==> config.mk <==
export PLATFORM = sky130hd
export DESIGN_NAME = two_level_page_table_walker
export DESIGN_NICKNAME = d
export VERILOG_FILES = /design/src/rtl/tlptw_pkg.sv /design/src/rtl/tlptw_front.sv /design/src/rtl/tlptw_queue.sv /design/src/rtl/tlptw_back.sv /design/src/rtl/two_level_page_table_walker.sv
export VERILOG_INCLUDE_DIRS = /design/src /design/src/rtl
export SDC_FILE = /design/constraint.sdc
export NUM_CORES = 1
export LEC_CHECK = 0
export BUFFER_PORTS_ARGS = -buffer_cell sky130_fd_sc_hd__buf_2
export CELL_PAD_IN_SITES_DETAIL_PLACEMENT = 2
export CELL_PAD_IN_SITES_GLOBAL_PLACEMENT = 2
export CORE_MARGIN = 3
export CORE_UTILIZATION = 40
export CTS_CLUSTER_DIAMETER = 30
export CTS_CLUSTER_SIZE = 16
export DETAILED_ROUTE_END_ITERATION = 8
export PLACE_DENSITY = 0.9
export SYNTH_ARGS = -nofsm -noshare
export SYNTH_HDL_FRONTEND = slang
export SYNTH_SLANG_ARGS = --single-unit
export TNS_END_PERCENT = 100
==> constraint.sdc <==
create_clock -name clk -period 19.65 [get_ports clk]
set_clock_uncertainty 0.05 [all_clocks]
set_input_delay 3.93 -clock clk [delete_from_list [all_inputs] [get_ports clk]]
set_output_delay 3.93 -clock clk [all_outputs]
set_load 0.02 [all_outputs]
==> src/rtl/two_level_page_table_walker_macros.svh <==
// ----------------------------------------------------------------------------
// two_level_page_table_walker_macros
// Assertion macros shared by the walker modules. They compile to nothing in
// synthesis.
// ----------------------------------------------------------------------------
`ifndef TWO_LEVEL_PAGE_TABLE_WALKER_MACROS_SVH
`define TWO_LEVEL_PAGE_TABLE_WALKER_MACROS_SVH

`ifndef SYNTHESIS
// same-cycle implication
`define TLPTW_ASSERT_IMPL(label, clk, rst_n, ante, cons, msg) \
  label: assert property (@(posedge clk) disable iff (!rst_n) (ante) |-> (cons)) \
    else $error(msg);
// next-cycle implication
`define TLPTW_ASSERT_NEXT(label, clk, rst_n, ante, cons, msg) \
  label: assert property (@(posedge clk) disable iff (!rst_n) (ante) |=> (cons)) \
    else $error(msg);
`else
`define TLPTW_ASSERT_IMPL(label, clk, rst_n, ante, cons, msg)
`define TLPTW_ASSERT_NEXT(label, clk, rst_n, ante, cons, msg)
`endif

`endif

==> src/rtl/tlptw_pkg.sv <==
// ----------------------------------------------------------------------------
// tlptw_pkg
// Types and codes shared by the page table walker front, queue and back.
// ----------------------------------------------------------------------------
package tlptw_pkg;

  typedef enum logic {
    OP_TRANSLATE = 1'b0,
    OP_RESPONSE  = 1'b1
  } op_t;

  typedef enum logic [1:0] {
    PH_IDLE = 2'd0,
    PH_L1   = 2'd1,
    PH_L2   = 2'd2
  } phase_t;

  // descriptor type field, bits 1:0
  localparam logic [1:0] DESC_FAULT   = 2'b00;
  localparam logic [1:0] DESC_COARSE  = 2'b01;  // large page at second level
  localparam logic [1:0] DESC_SECTION = 2'b10;  // small page at second level
  localparam logic [1:0] DESC_FINE    = 2'b11;  // fine table at first level, fault at second level

  localparam logic KIND_REQUEST = 1'b0;
  localparam logic KIND_DONE    = 1'b1;

  localparam logic [1:0] STAT_OK       = 2'd0;
  localparam logic [1:0] STAT_L1_FAULT = 2'd1;
  localparam logic [1:0] STAT_FINE     = 2'd2;
  localparam logic [1:0] STAT_L2_FAULT = 2'd3;

  localparam logic [1:0] MAP_SECTION = 2'd0;
  localparam logic [1:0] MAP_LARGE   = 2'd1;
  localparam logic [1:0] MAP_SMALL   = 2'd2;

  localparam int unsigned BASE_W = 18;

  typedef struct packed {
    op_t         op;
    logic [31:0] word;  // virtual address or descriptor
  } q_item_t;

  typedef struct packed {
    logic push;
    logic ready;
  } q_ctl_t;

  typedef struct packed {
    logic        kind;
    logic [31:0] req_addr;
    logic [31:0] phys_addr;
    logic [1:0]  status;
    logic [1:0]  map_kind;
  } result_t;

endpackage

==> src/rtl/tlptw_front.sv <==
// ----------------------------------------------------------------------------
// tlptw_front
// Input stage: takes one beat per cycle while the queue has room, classifies
// the command, selects the operand word and hands the item to the queue.
// ----------------------------------------------------------------------------
module tlptw_front (
  input  logic               clk,
  input  logic               rst_n,
  input  logic               in_valid,
  output logic               in_ready,
  input  logic               in_command,
  input  logic [31:0]        in_virtual_address,
  input  logic [31:0]        in_read_data,
  output tlptw_pkg::q_ctl_t  q_ctl,
  input  logic               q_ready,
  output tlptw_pkg::q_item_t q_item
);

  logic               valid_r, valid_nxt;
  tlptw_pkg::q_item_t item_r, item_nxt;
  logic               accept;
  logic               push;

  assign push     = valid_r && q_ready;
  assign in_ready = !valid_r || q_ready;
  assign accept   = in_valid && in_ready;

  always_comb begin
    valid_nxt = valid_r;
    if (accept) begin
      valid_nxt = 1'b1;
    end else if (push) begin
      valid_nxt = 1'b0;
    end
  end

  always_comb begin
    item_nxt = item_r;
    if (accept) begin
      if (in_command == 1'b0) begin
        item_nxt.op   = tlptw_pkg::OP_TRANSLATE;
        item_nxt.word = in_virtual_address;
      end else begin
        item_nxt.op   = tlptw_pkg::OP_RESPONSE;
        item_nxt.word = in_read_data;
      end
    end
  end

  always_ff @(posedge clk) begin
    if (!rst_n) begin
      valid_r <= 1'b0;
    end else begin
      valid_r <= valid_nxt;
    end
  end

  always_ff @(posedge clk) begin
    item_r <= item_nxt;
  end

  assign q_ctl.push  = push;
  assign q_ctl.ready = in_ready;
  assign q_item      = item_r;

endmodule

==> src/rtl/tlptw_queue.sv <==
// ----------------------------------------------------------------------------
// tlptw_queue
// Small in-order queue between the front and the back of the walker.
// ----------------------------------------------------------------------------
`include "two_level_page_table_walker_macros.svh"

module tlptw_queue #(
  parameter int unsigned DEPTH = 2  // power of two, at least 2
) (
  input  logic               clk,
  input  logic               rst_n,
  input  tlptw_pkg::q_ctl_t  push_ctl,
  input  tlptw_pkg::q_item_t push_item,
  output logic               push_ready,
  output logic               pop_valid,
  input  logic               pop,
  output tlptw_pkg::q_item_t pop_item
);

  localparam int unsigned PTR_W = $clog2(DEPTH);
  localparam int unsigned CNT_W = $clog2(DEPTH + 1);

  tlptw_pkg::q_item_t mem_r [DEPTH];
  logic [PTR_W-1:0]   wr_ptr_r, wr_ptr_nxt;
  logic [PTR_W-1:0]   rd_ptr_r, rd_ptr_nxt;
  logic [CNT_W-1:0]   count_r, count_nxt;
  logic               do_push, do_pop;

  assign push_ready = (count_r != CNT_W'(DEPTH));
  assign pop_valid  = (count_r != '0);
  assign do_push    = push_ctl.push && push_ready;
  assign do_pop     = pop && pop_valid;
  assign pop_item   = mem_r[rd_ptr_r];

  always_comb begin
    wr_ptr_nxt = do_push ? wr_ptr_r + 1'b1 : wr_ptr_r;
    rd_ptr_nxt = do_pop ? rd_ptr_r + 1'b1 : rd_ptr_r;
    count_nxt  = count_r;
    if (do_push && !do_pop) begin
      count_nxt = count_r + 1'b1;
    end else if (do_pop && !do_push) begin
      count_nxt = count_r - 1'b1;
    end
  end

  always_ff @(posedge clk) begin
    if (!rst_n) begin
      wr_ptr_r <= '0;
      rd_ptr_r <= '0;
      count_r  <= '0;
    end else begin
      wr_ptr_r <= wr_ptr_nxt;
      rd_ptr_r <= rd_ptr_nxt;
      count_r  <= count_nxt;
    end
  end

  always_ff @(posedge clk) begin
    if (do_push) begin
      mem_r[wr_ptr_r] <= push_item;
    end
  end

  `TLPTW_ASSERT_IMPL(a_no_push_when_full, clk, rst_n, push_ctl.push, push_ready == push_ctl.ready || push_ready, "queue pushed while full")
  `TLPTW_ASSERT_IMPL(a_count_in_range, clk, rst_n, 1'b1, count_r <= CNT_W'(DEPTH), "queue count overflow")
  `TLPTW_ASSERT_NEXT(a_count_tracks, clk, rst_n, do_push && !do_pop, count_r == $past(count_r) + 1'b1, "queue count did not grow on push")

endmodule

==> src/rtl/tlptw_back.sv <==
// ----------------------------------------------------------------------------
// tlptw_back
// Walk engine: holds the walk phase, the latched virtual address and the
// table base, decodes descriptors and drives the registered result beat.
// ----------------------------------------------------------------------------
`include "two_level_page_table_walker_macros.svh"

module tlptw_back (
  input  logic                           clk,
  input  logic                           rst_n,
  input  logic                           cfg_wr_en,
  input  logic [tlptw_pkg::BASE_W-1:0]   cfg_wr_data,
  input  logic                           q_valid,
  input  tlptw_pkg::q_item_t             q_item,
  output logic                           q_pop,
  output logic                           out_valid,
  input  logic                           out_ready,
  output tlptw_pkg::result_t             out_res
);

  tlptw_pkg::phase_t                phase_r, phase_nxt;
  logic [31:0]                      pending_r, pending_nxt;
  logic [tlptw_pkg::BASE_W-1:0]     base_r;
  logic                             out_valid_r, out_valid_nxt;
  tlptw_pkg::result_t               res_r, res_nxt;
  tlptw_pkg::result_t               res;
  logic                             emit;
  logic                             take;
  logic                             is_resp;
  logic [31:0]                      d;

  assign take    = q_valid && (!out_valid_r || out_ready);
  assign q_pop   = take;
  assign is_resp = (q_item.op == tlptw_pkg::OP_RESPONSE);
  assign d       = q_item.word;

  // next walk phase and latched address
  always_comb begin
    phase_nxt   = phase_r;
    pending_nxt = pending_r;
    case (phase_r)
      tlptw_pkg::PH_L1: begin
        if (is_resp) begin
          if (d[1:0] == tlptw_pkg::DESC_COARSE) begin
            phase_nxt = tlptw_pkg::PH_L2;
          end else begin
            phase_nxt = tlptw_pkg::PH_IDLE;
          end
        end
      end
      tlptw_pkg::PH_L2: begin
        if (is_resp) begin
          phase_nxt = tlptw_pkg::PH_IDLE;
        end
      end
      default: begin
        // idle, and the unused code behaves as idle
        if (!is_resp) begin
          phase_nxt   = tlptw_pkg::PH_L1;
          pending_nxt = d;
        end else begin
          phase_nxt = tlptw_pkg::PH_IDLE;
        end
      end
    endcase
  end

  // result beat for the current item
  always_comb begin
    emit         = 1'b0;
    res.kind      = tlptw_pkg::KIND_DONE;
    res.req_addr  = '0;
    res.phys_addr = '0;
    res.status    = tlptw_pkg::STAT_OK;
    res.map_kind  = tlptw_pkg::MAP_SECTION;
    case (phase_r)
      tlptw_pkg::PH_L1: begin
        if (is_resp) begin
          emit = 1'b1;
          case (d[1:0])
            tlptw_pkg::DESC_COARSE: begin
              res.kind     = tlptw_pkg::KIND_REQUEST;
              res.req_addr = {d[31:10], pending_r[19:12], 2'b00};
            end
            tlptw_pkg::DESC_SECTION: begin
              res.phys_addr = {d[31:20], pending_r[19:0]};
            end
            tlptw_pkg::DESC_FINE: begin
              res.status = tlptw_pkg::STAT_FINE;
            end
            default: begin
              res.status = tlptw_pkg::STAT_L1_FAULT;
            end
          endcase
        end
      end
      tlptw_pkg::PH_L2: begin
        if (is_resp) begin
          emit = 1'b1;
          case (d[1:0])
            tlptw_pkg::DESC_COARSE: begin
              res.phys_addr = {d[31:16], pending_r[15:0]};
              res.map_kind  = tlptw_pkg::MAP_LARGE;
            end
            tlptw_pkg::DESC_SECTION: begin
              res.phys_addr = {d[31:12], pending_r[11:0]};
              res.map_kind  = tlptw_pkg::MAP_SMALL;
            end
            default: begin
              res.status = tlptw_pkg::STAT_L2_FAULT;
            end
          endcase
        end
      end
      default: begin
        if (!is_resp) begin
          emit         = 1'b1;
          res.kind     = tlptw_pkg::KIND_REQUEST;
          res.req_addr = {base_r, d[31:20], 2'b00};
        end
      end
    endcase
  end

  always_comb begin
    out_valid_nxt = out_valid_r;
    res_nxt       = res_r;
    if (take && emit) begin
      out_valid_nxt = 1'b1;
      res_nxt       = res;
    end else if (out_ready) begin
      out_valid_nxt = 1'b0;
    end
  end

  always_ff @(posedge clk) begin
    if (!rst_n) begin
      phase_r     <= tlptw_pkg::PH_IDLE;
      pending_r   <= '0;
      base_r      <= '0;
      out_valid_r <= 1'b0;
    end else begin
      if (take) begin
        phase_r   <= phase_nxt;
        pending_r <= pending_nxt;
      end
      if (cfg_wr_en) begin
        base_r <= cfg_wr_data;
      end
      out_valid_r <= out_valid_nxt;
    end
  end

  always_ff @(posedge clk) begin
    res_r <= res_nxt;
  end

  assign out_valid = out_valid_r;
  assign out_res   = res_r;

  `TLPTW_ASSERT_IMPL(a_request_clean, clk, rst_n, out_valid_r && res_r.kind == tlptw_pkg::KIND_REQUEST, res_r.phys_addr == '0 && res_r.status == tlptw_pkg::STAT_OK && res_r.map_kind == tlptw_pkg::MAP_SECTION, "read request carries result fields")
  `TLPTW_ASSERT_IMPL(a_fault_clean, clk, rst_n, out_valid_r && res_r.status != tlptw_pkg::STAT_OK, res_r.kind == tlptw_pkg::KIND_DONE && res_r.phys_addr == '0 && res_r.req_addr == '0, "fault beat not clean")
  `TLPTW_ASSERT_NEXT(a_coarse_to_l2, clk, rst_n, take && is_resp && phase_r == tlptw_pkg::PH_L1 && d[1:0] == tlptw_pkg::DESC_COARSE, phase_r == tlptw_pkg::PH_L2 && out_valid_r, "coarse descriptor did not start second level")

endmodule

==> src/rtl/two_level_page_table_walker.sv <==
// ----------------------------------------------------------------------------
// two_level_page_table_walker
// Two-level translation table walker with coarse second-level tables.
// ----------------------------------------------------------------------------
// Each input beat is a translate command or a descriptor read back from
// memory; each may produce one result beat, either a descriptor read request
// or a finished translation with status. The block accepts one beat per clock
// while the queue has room and, with out_ready held high, returns results at
// one per clock; each beat passes the input register, a queue entry and the
// output register. Walk state is held and updated only in the back engine,
// in input order, and the queue of QUEUE_DEPTH entries lets input and output
// stall independently. A translate during a walk and a response while idle
// are dropped without a result. table_base may be rewritten only when idle.
module two_level_page_table_walker #(
  parameter int unsigned QUEUE_DEPTH = 2  // power of two, at least 2
) (
  input  logic                         clk,
  input  logic                         rst_n,
  input  logic                         cfg_wr_en,
  input  logic [tlptw_pkg::BASE_W-1:0] cfg_wr_data,
  input  logic                         in_valid,
  output logic                         in_ready,
  input  logic                         in_command,
  input  logic [31:0]                  in_virtual_address,
  input  logic [31:0]                  in_read_data,
  output logic                         out_valid,
  input  logic                         out_ready,
  output logic                         out_result_kind,
  output logic [31:0]                  out_request_address,
  output logic [31:0]                  out_physical_address,
  output logic [1:0]                   out_status,
  output logic [1:0]                   out_mapping_kind
);

  tlptw_pkg::q_ctl_t  push_ctl;
  tlptw_pkg::q_item_t push_item;
  tlptw_pkg::q_item_t pop_item;
  tlptw_pkg::result_t res;
  logic               q_ready;
  logic               q_valid;
  logic               q_pop;

  tlptw_front u_front (
    .clk                (clk),
    .rst_n              (rst_n),
    .in_valid           (in_valid),
    .in_ready           (in_ready),
    .in_command         (in_command),
    .in_virtual_address (in_virtual_address),
    .in_read_data       (in_read_data),
    .q_ctl              (push_ctl),
    .q_ready            (q_ready),
    .q_item             (push_item)
  );

  tlptw_queue #(
    .DEPTH (QUEUE_DEPTH)
  ) u_queue (
    .clk        (clk),
    .rst_n      (rst_n),
    .push_ctl   (push_ctl),
    .push_item  (push_item),
    .push_ready (q_ready),
    .pop_valid  (q_valid),
    .pop        (q_pop),
    .pop_item   (pop_item)
  );

  tlptw_back u_back (
    .clk         (clk),
    .rst_n       (rst_n),
    .cfg_wr_en   (cfg_wr_en),
    .cfg_wr_data (cfg_wr_data),
    .q_valid     (q_valid),
    .q_item      (pop_item),
    .q_pop       (q_pop),
    .out_valid   (out_valid),
    .out_ready   (out_ready),
    .out_res     (res)
  );

  assign out_result_kind      = res.kind;
  assign out_request_address  = res.req_addr;
  assign out_physical_address = res.phys_addr;
  assign out_status           = res.status;
  assign out_mapping_kind     = res.map_kind;

endmodule

== Yosys cells after proc, flatten, opt, wreduce, memory -nomap -nowiden ==
Memories as Yosys holds them, arrays and structs flattened. A register that Yosys moved wholly into a read port is not among the register bits.
Index checks and enable logic that the tools add are counted.
Operators by class
  bitwise gates (word level): 2
  muxes and demuxes: 30
  equal/unequal tests: 8
  add/sub/neg operators: 4
  reduce and logical (&&, ||, !) cells: 23
Operators by type and width (count)
  two-way mux 33 bit: 3
  one-hot mux 34 bit (2 select lines): 1
  two-way mux 67 bit: 1
  one-hot mux 33 bit (2 select lines): 1
  one-hot mux 32 bit (2 select lines): 1
  two-way mux 36 bit: 1
  two-way mux 32 bit: 1
  two-way mux 1 bit: 12
  two-way mux 2 bit: 6
  one-hot mux 2 bit (2 select lines): 3
  logical AND 1 bit: 8
  nonzero test 2 bit: 4
  == test 2 bit (second input constant): 3
  != test 2 bit (second input constant): 3
  AND reduction 3 bit: 2
  == test 2 x 1 -> 1 bit (second input constant): 2
  zero test 1 bit: 4
  OR reduction 2 bit: 2
  adder 1 bit (second input constant): 2
  adder 2 x 1 -> 2 bit (second input constant): 1
  logical OR 1 bit: 2
  NOT 1 bit: 2
  AND reduction 2 bit: 1
  subtractor 2 x 1 -> 2 bit (second input constant): 1
Storage, ports and cells
  word-level logic and storage cells: 83
  memory bits (writable): 66
  memories: 1
  output and inout bits: 71
  flip-flop bits (word level): 148
Memories
  u_queue.mem_r: words 2, width 33, read ports 1, clocked after Yosys merged registers in 1, wr ports 1, RTL line tlptw_queue.sv:23  | tlptw_pkg::q_item_t mem_r [DEPTH];

== Depth between registers and ports, before layout ==
  depth in word-level cells: 7
  mapped depth: 9

== Modules after synthesis ==
From an unflattened synthesis, not the netlist that was laid out.
Second synthesis, totals
  cell total of the unflattened synthesis: 544
  area, all modules: 8663.3 µm²
Modules (own cells, without submodules)
  tlptw_back: sequential area each 2832.7 µm², times used 1, area an instance 4446.8 µm², cells each 340
  tlptw_queue: sequential area each 2082.0 µm², times used 1, area an instance 2616.3 µm², cells each 127
  tlptw_front: sequential area each 1011.0 µm², times used 1, area an instance 1600.3 µm², cells each 77

== Worst setup path before layout ==
OpenSTA, ideal clock, no wires.
  path kind: input to register
  from: input port out_ready
  to: register u_back.res_r, in the netlist u_back.out_res[0] (enable)
  data arrival time: 8629 ps
  required time: 19023 ps
  stages: 2
  buffers on the path: 0
  slack: 10393 ps
  path through: nor2b_1 -> nor3_1
Between the ends
  longest elaborated chain between the ends: 3
RTL lines
  start, declared: RTL line two_level_page_table_walker.sv:27  | input logic out_ready,
  logical OR 1 bit: RTL line tlptw_back.sv:32  | assign take = q_valid && (!out_valid_r || out_ready);
  logical AND 1 bit: RTL line tlptw_back.sv:32
  logical AND 1 bit: RTL line tlptw_back.sv:128  | if (take && emit) begin
  end signal, assigned: RTL line tlptw_back.sv:155  | res_r <= res_nxt;
  end, declared: RTL line tlptw_back.sv:25  | tlptw_pkg::result_t res_r, res_nxt;
No other way between the ends.
A chain may end at the register's enable or synchronous reset.

== Final worst setup path ==
  from: register u_queue.count_r[1]
  to: output port in_ready
Between the ends
  longest elaborated chain between the ends: 2
RTL lines
  start, declared: RTL line tlptw_queue.sv:26  | logic [CNT_W-1:0] count_r, count_nxt;
  start signal, assigned: RTL line tlptw_queue.sv:54  | count_r <= count_nxt;
  != test 2 bit: RTL line tlptw_queue.sv:29  | assign push_ready = (count_r != CNT_W'(DEPTH));
  logical OR 1 bit: RTL line tlptw_front.sv:25  | assign in_ready = !valid_r || q_ready;
  end, declared: RTL line two_level_page_table_walker.sv:22  | output logic in_ready,
No other way between the ends.

==> results.cfg <==
[status]
outcome = completed

[clocking]
clock_sinks = 213
cts_made_buffers = 42
cts_hold_buf = 0
clockRootBuffer = clkbuf_16
cts_setup_buffers = 0
clock_path_buffers = 3
cts_tree = done
htreeDepth = 2
clkLatencyLatePin_ps = 520
cts_resized = 0
clk_pin_slew_ps = 50

[pwr]
powerDensity_nw_per_um2 = 162
p_leak_nw = 4.07
ir_drop_v = 0.0000684

[sta]
timing.setup.tns_ps = 0
fin_crit_ps = 5650
fin_crit_sh_pct = 28.8
hold_viol_final = 0
max_freq_ghz = 0.177
slew_viol_final = 0
finalSetupViolations = 0
holdWs_ps = 395
timing.max_slew.rel_slack_pct = 10.5
tightest_slew_ps = 1340
grt_setup_unrepaired = no

[synth]
synth.area.mux_share_pct = 10.7
syn_avg_cell_area_um2 = 15.4
synthAdderAreaFrac_pct = 1.51
synth_xor_area_share_pct = 0.211
synth_seq_cells = 213
synth_top_family_by_area = multiplexers
synth-simple-area-share_pct = 4.88
synth_compound_area_share_pct = 8.88
syn-cell-area_um2 = 8300
syn_inst = 539
yosysWarningCount = 0
yosysUniqueCellTypes = 41
ys_seq_area_share_pct = 71.4

[critical_path]
ff2ff_path_depth = 6
crit_type = flop to output port
cp_max_fo = 6
rr_endpoint = u_back.out_res[34]
critPathLaunchType = flop
end_kind = output port
cp.arrival_ps = 1670
r2r_setup_slack_ps = 15880
cp.required_ps = 15670

[detailed_routing]
vias_per_cell = 5.38
wire_per_inst_um = 26.4
num_vias = 5453
detail-route-antenna-nets = 0
dr.pass1.iters = 4
drt_iter0_drc = 338
drc = 0
wl_um = 26800

[flow_run]
cap_violations = 0

[global_route]
grt_max_degree = 69
antenna_found_initial = 1
first_global_vias = 6172
grt_overflow = 0
grt_usage_pct = 24.1
grt_pass1_wl_um = 40000

[worst_hold_path]
worstHoldPathType = flop to flop
hold_depth = 0
min_to = u_queue.mem_r[1][0]
hold_start = u_front.q_item[0]

[finish]
stdcell_area_um2 = 10700
area_growth_syn_to_layout_pct = 29.4
layout.nets = 808
drive_above_1_share_pct = 36.5
fill_cells = 1893
final_util_pct = 52.9

[floorplanning]
dieArea_um2 = 22500
core_area_um2 = 20300
die_h_um = 150
die_w_um = 150
start_util_pct = 40.9
ios = 159
fp-row-count = 52

[placed_design]
place_hpwl_um = 16600
finalWeightedCongestion = 0.757
io_buffers = 156
placed_cell_area_um2 = 9310
==> where the power goes <==
part	total [mW]	internal [mW]	switching, mW
logic	0.365	0.109	0.256
registers	0.661	0.599	0.0624
clock network	0.718	0.477	0.242
==> per-stage QoR <==
| step | power (mW) | setup WS [ps] | std cells |
|---|---|---|---|
| 2_1_floorplan | 0.879 | 10390 | 540 |
| 5_1_grt | 1.81 | 13900 | 1014 |
| 3_5_place_dp | 1.01 | 14030 | 936 |
| 6_report | 1.74 | 14000 | 1014 |
| 4_1_cts | 1.76 | 13990 | 1013 |
| 3_3_place_gp | 0.973 | 14230 | 936 |
==> kinds of logic (layout without fill, tap and decap cells) <==
kind of cell | count (synthesis) | count (layout)
other cells | 1 | 3
flops | 213 | 213
buf+inv | 44 | 247
simple gates | 87 | 87
fa+ha+maj | 10 | 10
mux | 84 | 84
xor+xnor | 2 | 2
compound gates | 98 | 98
==> area by class of cell <==
class	instances	area (um2)	share of cell area, %
inverter	8	30.0	0.280
clock buffer	53	1180	11.0
clock inverter	24	250	2.33
tap	270	338	3.15
timing repair buffer	162	826	7.69
antenna	1	2.50	0.0233
multi-input combinational	283	2190	20.4
sequential	213	5930	55.2
==> flip-flops by register name, indices dropped and copies added (netlist names), named ones only <==
signal            count
u_back.out_valid      1
u_back.phase_r        2
u_back.base_r        18
u_queue.rd_ptr_r      1
u_queue.count_r       2
u_front.valid_r       1
u_back.pending_r     20
u_front.q_item       33
u_queue.mem_r        66
u_queue.wr_ptr_r      1
u_back.out_res       67
==> cell usage after synthesis <==
cell | instances | area, um2
inv_2 | 1 | 3.75
mux2_4 | 1 | 15.0
ha_1 | 10 | 125
mux2i_1 | 49 | 490
a21o_1 | 1 | 7.51
nor3_1 | 3 | 15.0
o2111ai_1 | 2 | 17.5
or2_2 | 1 | 6.26
o211a_1 | 1 | 10.0
a21boi_0 | 2 | 15.0
buf_1 | 4 | 15.0
nand4_1 | 1 | 6.26
a31oi_1 | 20 | 125
o21a_1 | 2 | 15.0
buf_2 | 6 | 30.0
xor2_1 | 2 | 17.5
edfxtp_1 | 166 | 4980
and3_1 | 5 | 31.3
o2111a_1 | 1 | 11.3
buf_6 | 2 | 22.5
buf_4 | 3 | 22.5
o2bb2ai_1 | 26 | 228
nor2_2 | 1 | 6.26
o22ai_1 | 4 | 25.0
nand2b_1 | 3 | 18.8
and2_1 | 14 | 87.6
o32ai_1 | 9 | 78.8
o31a_1 | 1 | 8.76
a211oi_1 | 20 | 150
mux2_2 | 34 | 383
dfxtp_1 | 47 | 941
nor2b_1 | 2 | 12.5
o21ai_0 | 3 | 15.0
nand2_1 | 19 | 71.3
clkbuf_1 | 21 | 78.8
clkinv_1 | 1 | 3.75
nor2_1 | 35 | 131
conb_1 | 1 | 3.75
a21oi_1 | 6 | 30.0
inv_1 | 6 | 22.5
or3_1 | 3 | 18.8
==> critical path, stage by stage (launching register included) <==
cell and delay [ps]:
dfxtp_1 420, nor2b_1 440, nand2_1 120, buf_2 180
==> cell usage in the layout (no fill, tap or decap), types with 3 or more instances in the layout <==
cell type	instances
clkbuf_16	45
a31oi_1	20
nor2_1	35
clkinv_2	7
and2_1	14
clkinv_1	4
buf_2	156
nand2_1	19
inv_1	6
o2bb2ai_1	26
or3_1	3
o22ai_1	4
mux2_2	34
mux2i_1	49
clkinv_4	6
o32ai_1	9
edfxtp_1	166
clkbuf_1	6
o21ai_0	3
ha_1	10
nand2b_1	3
dfxtp_1	46
and3_1	5
bufinv_16	4
clkinvlp_4	3
buf_4	6
a211oi_1	20
a21oi_1	6
==> per-layer routing <==
| layer | track usage, % | part of all wire (%) |
|---|---|---|
| met2 | 40.7 | 51 |
| met4 | 9.56 | 3.1 |
| met5 | 0 | 0 |
| met1 | 29.9 | 40 |
| met3 | 5.54 | 5.8 |
==> how the worst max path moves through the flow <==
stage | startpoint | to | slack [ps] | depth (start not counted)
after floorplan | out_ready | u_back.out_res[0] | 10390 | 2
after global placement | out_ready | u_queue.count_r[1] | 14230 | 7
after detailed placement | out_ready | u_back.pending_r[6] | 14030 | 5
after CTS | u_queue.count_r[1] | in_ready | 13990 | 3
after global routing | u_queue.count_r[1] | in_ready | 13900 | 3
final | u_queue.count_r[1] | in_ready | 14000 | 3
(Power assumes the default switching activity.)
